==> src/mtk_pkg.sv <==
// Package for the Morse text keyer: symbol code type, code tables and lookup.
// No dependencies; imported by every module of the block.
package mtk_pkg;

  localparam int unsigned UNIT_W = 16;
  localparam int unsigned DUR_W  = 19;
  localparam int unsigned MARK_W = 6;
  localparam int unsigned LEN_W  = 3;

  localparam logic [UNIT_W-1:0] UNIT_RESET = 16'd100;
  localparam logic [7:0]        CHAR_SPACE = 8'h20;

  // Shift amounts for the duration unit: units = (1 << sh) - 1
  localparam logic [1:0] SH_ONE   = 2'd1;
  localparam logic [1:0] SH_THREE = 2'd2;
  localparam logic [1:0] SH_SEVEN = 2'd3;

  // Marks held left aligned, MSB sent first, 1 = dash
  typedef struct packed {
    logic [LEN_W-1:0]  len;
    logic [MARK_W-1:0] marks;
  } sym_t;

  // {len, bits right aligned}
  localparam logic [8:0] LETTER_TAB [26] = '{
    {3'd2, 6'd1},  {3'd4, 6'd8},  {3'd4, 6'd10}, {3'd3, 6'd4},  {3'd1, 6'd0},
    {3'd4, 6'd2},  {3'd3, 6'd6},  {3'd4, 6'd0},  {3'd2, 6'd0},  {3'd4, 6'd7},
    {3'd3, 6'd5},  {3'd4, 6'd4},  {3'd2, 6'd3},  {3'd2, 6'd2},  {3'd3, 6'd7},
    {3'd4, 6'd6},  {3'd4, 6'd13}, {3'd3, 6'd2},  {3'd3, 6'd0},  {3'd1, 6'd1},
    {3'd3, 6'd1},  {3'd4, 6'd1},  {3'd3, 6'd3},  {3'd4, 6'd9},  {3'd4, 6'd11},
    {3'd4, 6'd12}
  };

  localparam logic [8:0] DIGIT_TAB [10] = '{
    {3'd5, 6'd31}, {3'd5, 6'd15}, {3'd5, 6'd7},  {3'd5, 6'd3},  {3'd5, 6'd1},
    {3'd5, 6'd0},  {3'd5, 6'd16}, {3'd5, 6'd24}, {3'd5, 6'd28}, {3'd5, 6'd30}
  };

  localparam logic [8:0] COMMA_CODE  = {3'd6, 6'd51};
  localparam logic [8:0] PERIOD_CODE = {3'd6, 6'd21};

  function automatic sym_t lookup(input logic [7:0] c);
    logic [8:0]       raw;
    logic [7:0]       off;
    logic [LEN_W-1:0] amt;
    sym_t             s;
    raw = '0;
    off = '0;
    case (c) inside
      ["A":"Z"]: begin
        off = c - 8'h41;
        raw = LETTER_TAB[off[4:0]];
      end
      ["a":"z"]: begin
        off = c - 8'h61;
        raw = LETTER_TAB[off[4:0]];
      end
      ["0":"9"]: begin
        off = c - 8'h30;
        raw = DIGIT_TAB[off[3:0]];
      end
      8'h2C:   raw = COMMA_CODE;
      8'h2E:   raw = PERIOD_CODE;
      default: raw = '0;
    endcase
    amt     = 3'd6 - raw[8:6];
    s.len   = raw[8:6];
    s.marks = raw[5:0] << amt;
    return s;
  endfunction

endpackage

==> src/mtk_dur.sv <==
// Segment duration unit: unit time times 1, 3 or 7 as a shift and subtract.
// Depends on mtk_pkg.
module mtk_dur
  import mtk_pkg::*;
(
  input  logic [UNIT_W-1:0] unit_ms,
  input  logic [1:0]        sh,
  output logic [DUR_W-1:0]  dur_ms
);

  logic [DUR_W-1:0] unit_ext;

  assign unit_ext = {{(DUR_W-UNIT_W){1'b0}}, unit_ms};
  assign dur_ms   = (unit_ext << sh) - unit_ext;

endmodule

==> src/morse_text_keyer.sv <==
// Morse text keyer top level: input sequencer, shared duration unit, output register.
// Depends on mtk_pkg and mtk_dur.
//
// Usage:
//   in_*  : one ASCII byte per transfer (valid/ready).
//   out_* : one LED segment per transfer: on/off, duration in ms, and last
//           on the final segment of the byte.
//   cfg_* : cfg_we writes cfg_wdata to the unit time at once; write only
//           while the block is idle.
// A byte gives 0 to 12 segments. The first segment reaches the output
// register after the input transfer has loaded the sequencer phase; after
// that one segment per cycle while out_ready is high.
// The rate is set by the single shift-subtract duration unit, which serves
// one segment per cycle. in_ready is low while segments of a byte are still
// to be produced; it rises once the final one is in the output register,
// so the next byte can enter while that segment waits.
// A stalled receiver holds the output register and the sequencer waits.
// Reset: unit time 100 ms, word start (no leading gap for the first byte).
module morse_text_keyer
  import mtk_pkg::*;
(
  input  logic              clk,
  input  logic              rst_n,
  input  logic              in_valid,
  output logic              in_ready,
  input  logic [7:0]        in_char_code,
  output logic              out_valid,
  input  logic              out_ready,
  output logic              out_led_on,
  output logic [DUR_W-1:0]  out_duration_ms,
  output logic              out_last,
  input  logic              cfg_we,
  input  logic [UNIT_W-1:0] cfg_wdata
);

  localparam logic [1:0] PH_IDLE = 2'd0;
  localparam logic [1:0] PH_GAP  = 2'd1;
  localparam logic [1:0] PH_MARK = 2'd2;
  localparam logic [1:0] PH_IGAP = 2'd3;

  logic [1:0]        phase_r, phase_nxt;
  logic [UNIT_W-1:0] unit_r;
  logic              prev_space_r, prev_space_nxt;
  logic              gap_long_r, gap_long_nxt;
  logic [LEN_W-1:0]  rem_r, rem_nxt;
  logic [MARK_W-1:0] marks_r, marks_nxt;
  logic              out_valid_r, out_valid_nxt;
  logic              led_r, led_nxt;
  logic [DUR_W-1:0]  dur_r, dur_nxt;
  logic              last_r, last_nxt;

  sym_t              sym;
  logic              in_xfer;
  logic              emit;
  logic [1:0]        sh;
  logic [DUR_W-1:0]  dur_calc;
  logic [LEN_W-1:0]  rem_dec;

  assign in_ready = (phase_r == PH_IDLE);
  assign in_xfer  = in_valid && in_ready;
  assign emit     = (phase_r != PH_IDLE) && (!out_valid_r || out_ready);
  assign sym      = lookup(in_char_code);
  assign rem_dec  = rem_r - 3'd1;

  mtk_dur u_dur (
    .unit_ms (unit_r),
    .sh      (sh),
    .dur_ms  (dur_calc)
  );

  always_comb begin
    phase_nxt      = phase_r;
    prev_space_nxt = prev_space_r;
    gap_long_nxt   = gap_long_r;
    rem_nxt        = rem_r;
    marks_nxt      = marks_r;
    out_valid_nxt  = out_valid_r && !out_ready;
    led_nxt        = led_r;
    dur_nxt        = dur_r;
    last_nxt       = last_r;
    sh             = SH_ONE;

    if (in_xfer) begin
      if (in_char_code == CHAR_SPACE) begin
        phase_nxt      = PH_GAP;
        gap_long_nxt   = 1'b1;
        rem_nxt        = '0;
        prev_space_nxt = 1'b1;
      end else begin
        gap_long_nxt   = 1'b0;
        rem_nxt        = sym.len;
        marks_nxt      = sym.marks;
        prev_space_nxt = 1'b0;
        if (!prev_space_r)
          phase_nxt = PH_GAP;
        else if (sym.len != '0)
          phase_nxt = PH_MARK;
        else
          phase_nxt = PH_IDLE;
      end
    end

    if (emit) begin
      out_valid_nxt = 1'b1;
      case (phase_r)
        PH_GAP: begin
          sh        = gap_long_r ? SH_SEVEN : SH_THREE;
          led_nxt   = 1'b0;
          last_nxt  = (rem_r == '0);
          phase_nxt = (rem_r == '0) ? PH_IDLE : PH_MARK;
        end
        PH_IGAP: begin
          sh        = SH_ONE;
          led_nxt   = 1'b0;
          last_nxt  = 1'b0;
          phase_nxt = PH_MARK;
        end
        PH_MARK: begin
          sh        = marks_r[MARK_W-1] ? SH_THREE : SH_ONE;
          led_nxt   = 1'b1;
          last_nxt  = (rem_dec == '0);
          rem_nxt   = rem_dec;
          marks_nxt = marks_r << 1;
          phase_nxt = (rem_dec == '0) ? PH_IDLE : PH_IGAP;
        end
        default: begin
          sh        = SH_ONE;
          phase_nxt = PH_IDLE;
        end
      endcase
      dur_nxt = dur_calc;
    end
  end

  always_ff @(posedge clk) begin
    if (!rst_n) begin
      phase_r      <= PH_IDLE;
      prev_space_r <= 1'b1;
      out_valid_r  <= 1'b0;
      unit_r       <= UNIT_RESET;
    end else begin
      phase_r      <= phase_nxt;
      prev_space_r <= prev_space_nxt;
      out_valid_r  <= out_valid_nxt;
      if (cfg_we)
        unit_r <= cfg_wdata;
    end
  end

  always_ff @(posedge clk) begin
    gap_long_r <= gap_long_nxt;
    rem_r      <= rem_nxt;
    marks_r    <= marks_nxt;
    led_r      <= led_nxt;
    dur_r      <= dur_nxt;
    last_r     <= last_nxt;
  end

  assign out_valid       = out_valid_r;
  assign out_led_on      = led_r;
  assign out_duration_ms = dur_r;
  assign out_last        = last_r;

endmodule

==> config.mk <==
export PLATFORM = sky130hd
export DESIGN_NAME = morse_text_keyer
export DESIGN_NICKNAME = d
export VERILOG_FILES = /design/src/mtk_pkg.sv /design/src/mtk_dur.sv /design/src/morse_text_keyer.sv
export SDC_FILE = /design/constraint.sdc
export NUM_CORES = 1
export LEC_CHECK = 0
export BUFFER_PORTS_ARGS = -buffer_cell sky130_fd_sc_hd__buf_2
export CAP_MARGIN = 40
export CORE_MARGIN = 5
export CORE_UTILIZATION = 54
export DETAILED_ROUTE_END_ITERATION = 16
export PLACE_DENSITY = 0.78
export SETUP_SLACK_MARGIN = 0.1
export SYNTH_ARGS = -nofsm -noshare
export SYNTH_HDL_FRONTEND = slang
export SYNTH_SLANG_ARGS = --single-unit
==> constraint.sdc <==
create_clock -name clk -period 5.6 [get_ports clk]
set_input_delay 1.68 -clock clk [delete_from_list [all_inputs] [get_ports clk]]
set_output_delay 1.68 -clock clk [all_outputs]
set_load 0.01 [all_outputs]
After elaboration in Yosys (flattened, before gate mapping)
Memories as Yosys holds them, arrays and structs flattened.
Index checks and enable logic that the tools add are counted.
{ "classes": {"addsub": 6, "magnitude_cmp": 9, "n_eq_ne": 6, "n_shift": 2, "n_mux": 35, "n_bitwise": 3, "n_reduce_logical": 20} }
{ "op_table": {"columns": ["cell", "n"], "rows": [
  ["$mux 9", 11],
  ["$eq 8x6->1 const B", 3],
  ["$mux 6", 4],
  ["$shl 16x2->19", 1],
  ["$sub 19x16->19", 1],
  ["$mux 2", 9],
  ["$ge 8x7->1 const B", 2],
  ["$le 8x7->1 const B", 2],
  ["$ge 6x6->1 const B", 2],
  ["$mux 3", 4],
  ["$not 5->6", 2],
  ["$sub 5x1->5 const B", 2],
  ["$ge 8x6->1 const B", 1],
  ["$le 8x6->1 const B", 1],
  ["$logic_and 1x1->1", 6],
  ["$logic_not 3->1", 2],
  ["$pmux 2 s3", 1],
  ["$reduce_bool 2->1", 3],
  ["$reduce_bool 3->1", 2],
  ["$shl 6x3->6", 1],
  ["$ge 5x5->1 const B", 1],
  ["$not 4->5", 1],
  ["$eq 2x2->1 const B", 2],
  ["$pmux 2 s2", 1],
  ["12 further kinds", 16]
]} }
{ "totals": {"regBits": 51, "romBits": 720, "input_bits": 29, "out_inout_bits": 23, "word_cells": 94, "mem_count": 3} }
{ "memory_table": {"columns": ["memory", "words", "word_bits", "read_ports", "rd_ports_with_merged_regs", "write_ports", "line_no", "source"], "rows": [
  ["(no name shown)", 32, 9, 1, 0, 0, "mtk_pkg.sv:56", "raw = LETTER_TAB[off[4:0]];"],
  ["(no name shown)", 32, 9, 1, 0, 0, "mtk_pkg.sv:52", "raw = LETTER_TAB[off[4:0]];"],
  ["(no name shown)", 16, 9, 1, 0, 0, "mtk_pkg.sv:60", "raw = DIGIT_TAB[off[3:0]];"]
]} }

Longest topological paths before layout
Gate-level depths: netlist of run 1.
{ "depth": {"ltp_word": 14, "depth_mapped": 20, "mapped_depth_nobuf": 17} }

By module
From an unflattened synthesis of run 1, not the netlist that was laid out.
{ "unflattened": {"cells_unflattened": 506, "area_unflattened_um2": 4521.8} }
{ "modules_own_cells": {"columns": ["mod", "n_inst", "cells_per_inst", "area_per_inst_um2", "seq_area_each_um2"], "rows": [
  ["morse_text_keyer", 1, 336, 3214.3, 1241.2],
  ["mtk_dur", 1, 170, 1307.5, 0.0]
]} }

Worst setup path after synthesis of run 1
Ideal clock, no wire load.
{ "synth_timing": {"path_kind": "input-to-reg", "from": "input port out_ready", "to": "register dur_r[18] (netlist: out_duration_ms[18]), data pin", "setup_time_ps": 261, "t_arrival_ps": 5240, "required_ps": 5339, "setup_slack_ps": 99, "stages": 16, "path_buffers": 2, "cell_sequence": "nor2b_1 > nor4b_2 > clkbuf_1 > clkbuf_1 > nand3b_1 > ha_1 > inv_1 > fa_1 > a21o_1 > a21oi_1 > o21a_1 > o31ai_1 > a21oi_1 > o311ai_1 > o31a_1 > o32a_1"} }
{ "synth_between": {"elab_chain_cells": 5} }
{ "synth_lines": {"columns": ["item", "line_no", "source"], "rows": [
  ["start: declaration", "morse_text_keyer.sv:28", "input logic out_ready,"],
  ["$logic_or 1x1->1", "morse_text_keyer.sv:61", "assign emit = (phase_r != PH_IDLE) && (!out_valid_r || out_ready);"],
  ["$logic_and 1x1->1", "morse_text_keyer.sv:61", null],
  ["$mux 2", "morse_text_keyer.sv:103", "if (emit) begin"],
  ["$shl 16x2->19", "mtk_dur.sv:14", "assign dur_ms = (unit_ext << sh) - unit_ext;"],
  ["$sub 19x16->19", "mtk_dur.sv:14", null],
  ["net dur_calc[18]", "morse_text_keyer.sv:56", "logic [DUR_W-1:0] dur_calc;"],
  ["end signal: assignment", "morse_text_keyer.sv:155", "dur_r <= dur_nxt;"],
  ["end: declaration", "morse_text_keyer.sv:49", "logic [DUR_W-1:0] dur_r, dur_nxt;"]
]} }
The timed path passes the listed nets, and every way through them passes these cells.
A chain may end at the register's enable or synchronous reset.

Worst setup path in the final report of run 1
Same ends and word-level chain as after synthesis.

==> flow_metrics.tcl, run 1 <==
set metrics [dict create \
    status "finished, final reports clean" \
    cp.required_ns 5.68 \
    vias 3873 \
    relSlewSlack 0.519 \
    ant_nets 0 \
    cts_resized 0 \
    htree_levels 2 \
    clock_sinks 51 \
    area_growth_syn_to_layout_pct 8.38 \
    post-place-ws_ns 0.128 \
    synth_seq_cells 51 \
    finish.utilization 0.597 \
    wl_per_cell_um 15.4 \
    met3_length_um 475 \
    synth_top_area_share 0.148 \
    cellLeakagePower_nw 1.99 \
    ios 52 \
    start_util 0.551 \
    globalplace.congestion 0.943 \
    cts_hold_buf 0 \
    crit_type "input port to flip-flop" \
    num_antenna_cells 0 \
    yosysSeqAreaShare 0.277 \
    mostFrequentLayoutCells "51 x buf_2, 45 x mux2i_1, 35 x ha_1, 34 x inv_1, 31 x a21oi_1" \
    p_sw_w 0.000670 \
    postSynthNetCount 574 \
    synth_cells 509 \
    drc 0 \
    io_buffers 51 \
    rsz0062_at_grt "false" \
    slowest_stage "fa_1" \
    cts-root-buf "clkbuf_8" \
    synth_cell_types 78 \
    drive_gt1_frac 0.168 \
    p_per_area_nw_per_um2 346 \
    grt_pass1_vias 3738 \
    final_common_cell "buf_2" \
    tns_ns 0 \
    crit_path_max_fanout 12 \
    hold_viol 0 \
    ir_worst_vdd_mv 0.154 \
    die_x_um 101 \
    die-height_um 101 \
    internal-power_w 0.00101 \
    fmax_ghz 0.193 \
    avgSynthCellArea_um2 8.80 \
    sw_frac_of_total 0.399 \
    async_flop_share 0 \
    hold_class "flip-flop to flip-flop" \
    antenna_found_initial 0 \
    grt_max_degree 35 \
    clock_path_buffers 2 \
    clk_latency_ns 0.32 \
    track_usage 0.200 \
    fin_ws_ns 0.415 \
    end_kind "flip-flop" \
    netlist_area_um2 4480 \
    synth-edff-count 22 \
    finalCritPeriodShare 0.926 \
    cts-buffers-inserted 5 \
    core_area_um2 8130 \
    highest_layer "met4" \
    wl_met1_um 4670 \
    fin_total_pwr_w 0.00168 \
    cts_tree "yes" \
    first_pass_iters 4 \
    wl_met2_um 4690 \
    cpMostUsedCell "a21oi_1" \
    viasPerCell 5.92 \
    grt_pass1_wl_um 16900 \
    dr.first_iter.drc_count 160 \
    combPwrFrac 0.507 \
    slew_violations 0 \
    clk_pin_slew_ns 0.10 \
    min_period_ns 5.18 \
    wirelength_um 10000 \
    cpPeakStageDelay_ns 0.41 \
    grt_overflow 0 \
    crit_arrival_ns 5.27 \
    finClkSkew_ns 0.0132 \
    placement_rows 33 \
    p_seq_frac 0.364 \
    yosys_warnings 0 \
    cap_viol_max_count 0 \
    fin_nets 613 \
    cp-start-kind "input port" \
    die_area_um2 10200 \
    setup_viol 0 \
    worst_slew_pin_slew_ns 0.703 \
    cts_setup_buffers 0 \
    yosys-top-cells-area "edfxtp_1 15%, dfxtp_1 13%, mux2i_1 10%" \
    ys.flop_type "dfxtp_1" \
    synth_top_area_cell "edfxtp_1" \
    cp_cell_sequence "buf_2 > nor2b_1 > nor2_2 > and3_1 > nand3b_1 > ha_1 > inv_1 > fa_1 > a21o_1 > a21oi_1 > o21a_1 > o31ai_1 > a21oi_1 > o311ai_1 > o31a_1 > o32a_1" \
    dp_hpwl_um 7500 \
    p_clk_frac 0.130 \
]
-- power by group through the flow --
stage                     sequential (W)  clock, W  combinational (W)
after global placement          0.000615         0           0.000824
after detailed placement        0.000618         0           0.000847
after floorplan                 0.000661         0           0.000570
after CTS                       0.000611  0.000223           0.000852
after global routing            0.000622  0.000236           0.000947
final                           0.000610  0.000218           0.000850
-- through the flow --
stage	cells	hold slack (ns)	instance area, um^2
after floorplan	509	0.449	4480
after global placement	646	0.468	4770
after detailed placement	646	0.481	4770
after CTS	654	0.501	4850
after global routing	654	0.542	4850
final	654	0.494	4850
-- metal layers --
layer / vias to the layer above / GRT usage
met5: - / 0
met3: 23 / 0.0318
met2: 114 / 0.327
met4: 0 / 0.0675
li1: 1929 / -
met1: 1807 / 0.267
-- logic make-up after synthesis --
family                     Yosys count  synth area share
DFF                                 51             0.277
xor gates and xnor gates            22            0.0481
buffers and inverters               64            0.0682
muxes                               48             0.108
adders and majority gates           38             0.107
AOI/OAI and AO/OA                  140             0.213
and+or+nand+nor                    146             0.179
-- sequential cells by signal, summed over array words and instances (netlist names) --
signal           flops
unit_r              16
out_last             1
phase_r              2
rem_r                3
gap_long_r           1
out_led_on           1
marks_r              6
out_valid            1
out_duration_ms     19
prev_space_r         1
-- worst max-delay path: cells and delay by family --
family	cells	cell delay, ns
fa+ha+maj	2	0.57
buf+inv	2	0.16
compound gates	8	1.83
simple gates	4	1.03
-- layout make-up --
class / instances / area, um^2
Clock buffer: 6 / 72.6
Clock inverter: 2 / 13.8
Fill cell: 704 / 3280
Inverter: 37 / 139
Multi-Input combinational cell: 394 / 2940
Sequential cell: 51 / 1240
Tap cell: 105 / 131
Timing Repair Buffer: 59 / 315
-- synth_stat cells, types with 10 or more instances --
cell      number
buf_2         10
mux2i_1       45
o211ai_1      11
nand3_1       11
nand2_1       27
nor2_1        28
o21ai_0       24
nor2b_1       20
nor3_1        13
xnor2_1       10
edfxtp_1      22
dfxtp_1       29
inv_1         34
a21oi_1       31
ha_1          35
-- final timing paths --
check | slack (ns) | endpoint | startpoint | cells past startpoint
worst max register to register | 0.93 | out_duration_ms[18]$_DFFE_PN_ | phase_r[0]$_SDFFE_PN0P_ | 16
worst max-delay path | 0.42 | out_duration_ms[18]$_DFFE_PN_ | out_ready | 16
worst min register to register | 0.49 | marks_r[3]$_DFF_P_ | marks_r[3]$_DFF_P_ | 2
worst min-delay path | 0.49 | marks_r[3]$_DFF_P_ | marks_r[3]$_DFF_P_ | 2
Note: power is estimated with default switching activity, not from simulation.
==> run 2: changes to the inputs <==
Settings changed: ABC_AREA set to 1, CORE_UTILIZATION 54 to 53, PLACE_DENSITY 0.78 to 0.77.
==> run 2 against run 1 <==
Sequential power grew 3.3%. First-iteration DRC count grew 9.4%. Sequential cell count is the same. Non-clock buffer count shrank 5. Sequential share of layout area grew 1.5 points. Hold slack gained 0.012 ns. Core utilization is essentially flat. Die area shrank 4.9%. Global-route usage shrank 1.2 points. Setup slack gained 0.39 ns. Power grew 14%.
==> flow_metrics.tcl, run 2 <==
set metrics [dict create \
    status "finished, final reports clean" \
    endpoint "out_duration_ms[13]$_DFFE_PN_" \
    clk_pin_slew_ns 0.09 \
    reg2regPathDepth 23 \
    hold_viol 0 \
    die_area_um2 9720 \
    ios 52 \
    wirelength_um 9100 \
    cts-root-buf "clkbuf_8" \
    die-height_um 98.6 \
    synthTopCellsByCount "157 x nand2_1, 62 x inv_1, 56 x o21ai_0" \
    setup_viol 0 \
    htree_levels 2 \
    netlist_area_um2 4160 \
    grt_max_degree 28 \
    crit_path_max_fanout 18 \
    synth-edff-count 22 \
    finish.utilization 0.596 \
    finalCritPeriodShare 0.857 \
    cp_cell_sequence "buf_2 > inv_1 > a21oi_2 > nand2_1 > nor2_2 > buf_4 > inv_1 > nand2_1 > nand2_1 > ha_1 > a21oi_1 > nand2_1 > nand2_1 > nand2_1 > nand2_1 > nand2_1 > nand2_1 > nand2_1 > a21boi_0 > inv_1 > nand2_1 > nand2_1 > xor2_1" \
    core_area_um2 7690 \
    synth_top_area_cell "edfxtp_1" \
    track_usage 0.188 \
    area_growth_syn_to_layout_pct 10.3 \
    design_area_um2 4580 \
    grt_overflow 0 \
    globalplace.congestion 0.914 \
    synth_cells 585 \
    p_seq_frac 0.328 \
    io_buffers 51 \
    crit_arrival_ns 4.85 \
    p_sw_w 0.000837 \
    cts_tree "yes" \
    cp-start-kind "input port" \
    finClkSkew_ns 0.00930 \
    die_x_um 98.6 \
    vias 3880 \
    combPwrFrac 0.561 \
    slowest_stage "a21boi_0" \
    yosys-top-cells-area "edfxtp_1 16%, nand2_1 14%, dfxtp_1 14%" \
    dr.first_iter.drc_count 175 \
    cpLargestDelayFamily "simple AND/OR/NAND/NOR gates" \
    path_buf_inv 5 \
    fin_nets 698 \
    num_antenna_cells 0 \
    p_clk_frac 0.111 \
    cellLeakagePower_nw 2.20 \
    async_flop_share 0 \
    ys.flop_type "dfxtp_1" \
    fin_total_pwr_w 0.00192 \
    start_util 0.541 \
    drive_gt1_frac 0.174 \
    post-place-ws_ns 0.528 \
    yosysSeqAreaShare 0.299 \
    synth_cell_types 43 \
    wl_per_cell_um 12.4 \
    post-synth-top-count-cell "nand2_1" \
    clock_sinks 51 \
    drc 0 \
    path_depth 23 \
    grt_pass1_wl_um 15700 \
    p_per_area_nw_per_um2 419 \
    worst_slew_pin_slew_ns 0.603 \
    cts-buffers-inserted 5 \
    relSlewSlack 0.598 \
    tns_ns 0 \
    grt_pass1_vias 3685 \
    clock_path_buffers 2 \
    placement_rows 32 \
    postSynthNetCount 650 \
    synth_top_area_share 0.159 \
    mostFrequentLayoutCells "157 x nand2_1, 62 x inv_1, 56 x o21ai_0, 51 x buf_2, 43 x a21oi_1" \
    final_common_cell "nand2_1" \
    viasPerCell 5.27 \
    synth_seq_cells 51 \
    reg2reg_slack_ns 1.54 \
    cap_viol_max_count 0 \
    slew_violations 0 \
    cts_resized 0 \
    cts_setup_buffers 0 \
    cpPeakStageDelay_ns 0.40 \
    fin_ws_ns 0.802 \
    crit_type "input port to flip-flop" \
    rsz0062_at_grt "false" \
    sw_frac_of_total 0.436 \
    ir_worst_vdd_mv 0.220 \
    r2r-end "out_duration_ms[13]$_DFFE_PN_" \
    end_kind "flip-flop" \
    yosys_warnings 0 \
    largest_reg_flops 19 \
    fmax_ghz 0.208 \
    reg2reg_from "phase_r[0]$_SDFFE_PN0P_" \
    dp_hpwl_um 7370 \
    avgSynthCellArea_um2 7.11 \
    clk_latency_ns 0.30 \
    crit_start "out_ready" \
    cts_hold_buf 0 \
    cp.required_ns 5.65 \
    antenna_found_initial 0 \
    cpMostUsedCell "nand2_1" \
    internal-power_w 0.00108 \
    ant_nets 0 \
    dpl_cell_area_um2 4490 \
    hold_class "flip-flop to flip-flop" \
    min_period_ns 4.80 \
    first_pass_iters 5 \
]
run 2: kinds of logic after synthesis:
kind of cell | share of synthesized area
AO/OA/AOI/OAI | 0.173
AND/OR/NAND/NOR | 0.299
XOR/XNOR | 0.0337
flip-flops | 0.299
adder cells (fa/ha/maj) | 0.110
buffers and inverters | 0.0852
run 2: tightest hold or removal path: stages (launching register included):
cell	delay, ns
dfxtp_1	0.33
inv_1	0.08
a21oi_1	0.06
run 2: final cells by class:
class	instances	area, um^2
tap	102	128
sequential	51	1240
timing repair buffer	54	282
clock inverter	1	3.75
multi-input combinational	447	2570
fill	757	3100
clock buffer	7	86.3
inverter	74	278
run 2: how the worst min path moves through the flow:
stage	start	to	slack [ns]	cells after the start
floorplan	marks_r[4]$_DFF_P_	marks_r[5]$_DFF_P_	0.46	2
global placement	marks_r[4]$_DFF_P_	marks_r[5]$_DFF_P_	0.47	2
detailed placement	marks_r[0]$_DFF_P_	marks_r[1]$_DFF_P_	0.49	2
CTS	marks_r[3]$_DFF_P_	marks_r[4]$_DFF_P_	0.51	2
global route	marks_r[1]$_DFF_P_	marks_r[2]$_DFF_P_	0.53	2
finish	unit_r[14]$_SDFFE_PN0P_	unit_r[14]$_SDFFE_PN0P_	0.51	2
run 2: through the flow:
| stage | cells | hold WS [ns] |
|---|---|---|
| after CTS | 736 | 0.512 |
| final | 736 | 0.505 |
| after floorplan | 585 | 0.455 |
| after global routing | 736 | 0.534 |
| after global placement | 727 | 0.472 |
| after detailed placement | 728 | 0.494 |
run 2: power groups by stage:
stage / Combinational, W / Clock, W / Sequential, W
CTS: 0.00107 / 0.000221 / 0.000633
global route: 0.00122 / 0.000239 / 0.000646
global placement: 0.00102 / 0 / 0.000638
detailed placement: 0.00107 / 0 / 0.000641
finish: 0.00108 / 0.000213 / 0.000630
floorplan: 0.000750 / 0 / 0.000685
run 2: routing by layer:
metal  part of all wire  global-route usage  vias up
li1                   -                   -     2018
met1               0.45               0.240     1732
met2               0.48               0.320      107
met3              0.052              0.0311       23
met4              0.024              0.0672        0
met5                  0                   0        -
==> run 3: changes to the inputs <==
Settings changed: CORE_UTILIZATION 53 to 60, GPL_ROUTABILITY_DRIVEN set to 0, PLACE_DENSITY 0.77 to 0.82.
Clock period 5.6 ns to 5.9 ns, I/O delays scaled along.
==> run 3 against run 2 <==
Final area about the same. First-iteration DRC count up 8.0%. Critical path depth down 4. Critical path type unchanged. Non-clock buffer count unchanged. Sequential cell count unchanged. Core utilization up 8.2 points. Global-route usage up 3.0 points. Die area down 11%. Sequential share of layout area about the same. Count of clock-buffer cells in the layout unchanged.
==> flow_metrics.tcl, run 3 (synthesis gave the netlist of run 2 again) <==
set metrics [dict create \
    post-place-ws_ns 0.819 \
    hold_class "flip-flop to flip-flop" \
    reg2reg_from "phase_r[0]$_SDFFE_PN0P_" \
    fin_nets 698 \
    cts-root-buf "clkbuf_8" \
    cts_hold_buf 0 \
    dr.first_iter.drc_count 189 \
    slew_violations 0 \
    die-height_um 93.2 \
    mostFrequentLayoutCells "157 x nand2_1, 62 x inv_1, 56 x o21ai_0, 51 x buf_2, 43 x a21oi_1" \
    slowest_stage "nor2_1" \
    cts_setup_buffers 0 \
    combPwrFrac 0.547 \
    die_x_um 93.2 \
    ios 52 \
    cp-start-kind "input port" \
    cpPeakStageDelay_ns 0.49 \
    cap_viol_max_count 0 \
    drc 0 \
    crit_path_max_fanout 24 \
    crit_type "input port to flip-flop" \
    clk_pin_slew_ns 0.10 \
    min_period_ns 4.83 \
    p_seq_frac 0.323 \
    first_pass_iters 5 \
    status "finished, final reports clean" \
    grt_pass1_wl_um 15900 \
    r2r-end "out_duration_ms[17]$_DFFE_PN_" \
    io_buffers 51 \
    dp_hpwl_um 7130 \
    clock_sinks 51 \
    ir_worst_vdd_mv 0.223 \
    cts_resized 0 \
    rsz0062_at_grt "false" \
    hp-start "marks_r[3]$_DFF_P_" \
    fill_cells 573 \
    viasPerCell 5.46 \
    stdcell_count 714 \
    finalCritPeriodShare 0.819 \
    antenna_found_initial 0 \
    area_growth_syn_to_layout_pct 10.2 \
    core_area_um2 6760 \
    p_sw_w 0.000800 \
    cts_tree "yes" \
    drive_gt1_frac 0.177 \
    relSlewSlack 0.593 \
    htree_levels 2 \
    worstHoldPathCells 2 \
    end_kind "flip-flop" \
    num_antenna_cells 0 \
    largest_reg_flops 19 \
    dp.cells 706 \
    p_clk_frac 0.130 \
    cpMostUsedCell "nand2_1" \
    fmax_ghz 0.207 \
    cellLeakagePower_nw 2.21 \
    fin_ws_ns 1.07 \
    grt_max_degree 26 \
    die_area_um2 8690 \
    grt_pass1_vias 3723 \
    reg2reg_slack_ns 1.87 \
    vias 3901 \
    crit_arrival_ns 4.90 \
    cts-buffers-inserted 5 \
    wirelength_um 8980 \
    design_area_um2 4580 \
    final_common_cell "nand2_1" \
    hold_viol 0 \
    worst_slew_pin_slew_ns 0.610 \
    sw_frac_of_total 0.431 \
    whs_endpoint "marks_r[4]$_DFF_P_" \
    grt_overflow 0 \
    clk_latency_ns 0.30 \
    tns_ns 0 \
    wl_per_cell_um 12.6 \
    setup_viol 0 \
    clock_path_buffers 2 \
    finClkSkew_ns 0.00887 \
    dpl_cell_area_um2 4470 \
    track_usage 0.218 \
    reg2regPathDepth 19 \
    cp.required_ns 5.96 \
    start_util 0.615 \
    placement_rows 30 \
    p_per_area_nw_per_um2 405 \
    ant_nets 0 \
    internal-power_w 0.00106 \
    cp_cell_sequence "buf_2 > inv_1 > a21oi_2 > nand2_1 > nor2_1 > buf_4 > nand2_1 > o21ai_0 > inv_1 > o21ai_0 > ha_1 > a21oi_1 > o21ai_0 > a211oi_1 > nand2_1 > nand2_1 > nand3_1 > nand3_1 > nand2_1" \
]
## run 3: how the worst max path moves through the flow
| stage | start | cells past startpoint | slack, ns | to |
|---|---|---|---|---|
| final | out_ready | 19 | 1.07 | out_duration_ms[17]$_DFFE_PN_ |
| after global routing | out_ready | 22 | 0.71 | out_duration_ms[13]$_DFFE_PN_ |
| after CTS | out_ready | 22 | 1.15 | out_duration_ms[12]$_DFFE_PN_ |
| after detailed placement | out_ready | 22 | 0.82 | out_duration_ms[12]$_DFFE_PN_ |
| after global placement | out_ready | 22 | 1.01 | out_duration_ms[12]$_DFFE_PN_ |
| after floorplan | out_ready | 23 | 1.21 | out_duration_ms[13]$_DFFE_PN_ |
## run 3: routing by layer
| layer | share of wire | wire length, um | track usage | up-vias |
|---|---|---|---|---|
| met5 | 0 | 0 | 0 | - |
| met4 | 0.015 | 136 | 0.0733 | 0 |
| met3 | 0.034 | 308 | 0.0298 | 14 |
| met2 | 0.51 | 4550 | 0.391 | 102 |
| met1 | 0.44 | 3980 | 0.266 | 1768 |
| li1 | - | - | - | 2017 |
## run 3: cell type report
type                       count  area [um^2]  area share
clock inverter                 1         8.76     0.00191
inverter                      74          278      0.0606
tap                           80          100      0.0218
sequential                    51         1240       0.271
timing repair buffer          54          282      0.0614
multi-input combinational    447         2570       0.560
clock buffer                   7          108      0.0235
## run 3: through the flow
step	hold slack, ns	utilization	total power (W)
finish	0.496	0.678	0.00186
global route	0.531	0.678	0.00204
CTS	0.493	0.678	0.00186
detailed placement	0.467	0.661	0.00161
global placement	0.471	0.659	0.00157
floorplan	0.455	-	0.00136
## run 3: critical path, delay by kind of cell
kind            cells  cell delay [ns]
compound gates      6             1.19
fa+ha+maj           1             0.30
buf+inv             4             0.52
simple gates        8             1.10
## run 3: power by group through the flow
stage,clock (W),combinational [W],sequential [W]
after floorplan,0,0.000712,0.000650
after global placement,0,0.000960,0.000605
after detailed placement,0,0.00100,0.000608
after CTS,0.000249,0.00101,0.000600
after global routing,0.000266,0.00116,0.000610
final,0.000242,0.00102,0.000599
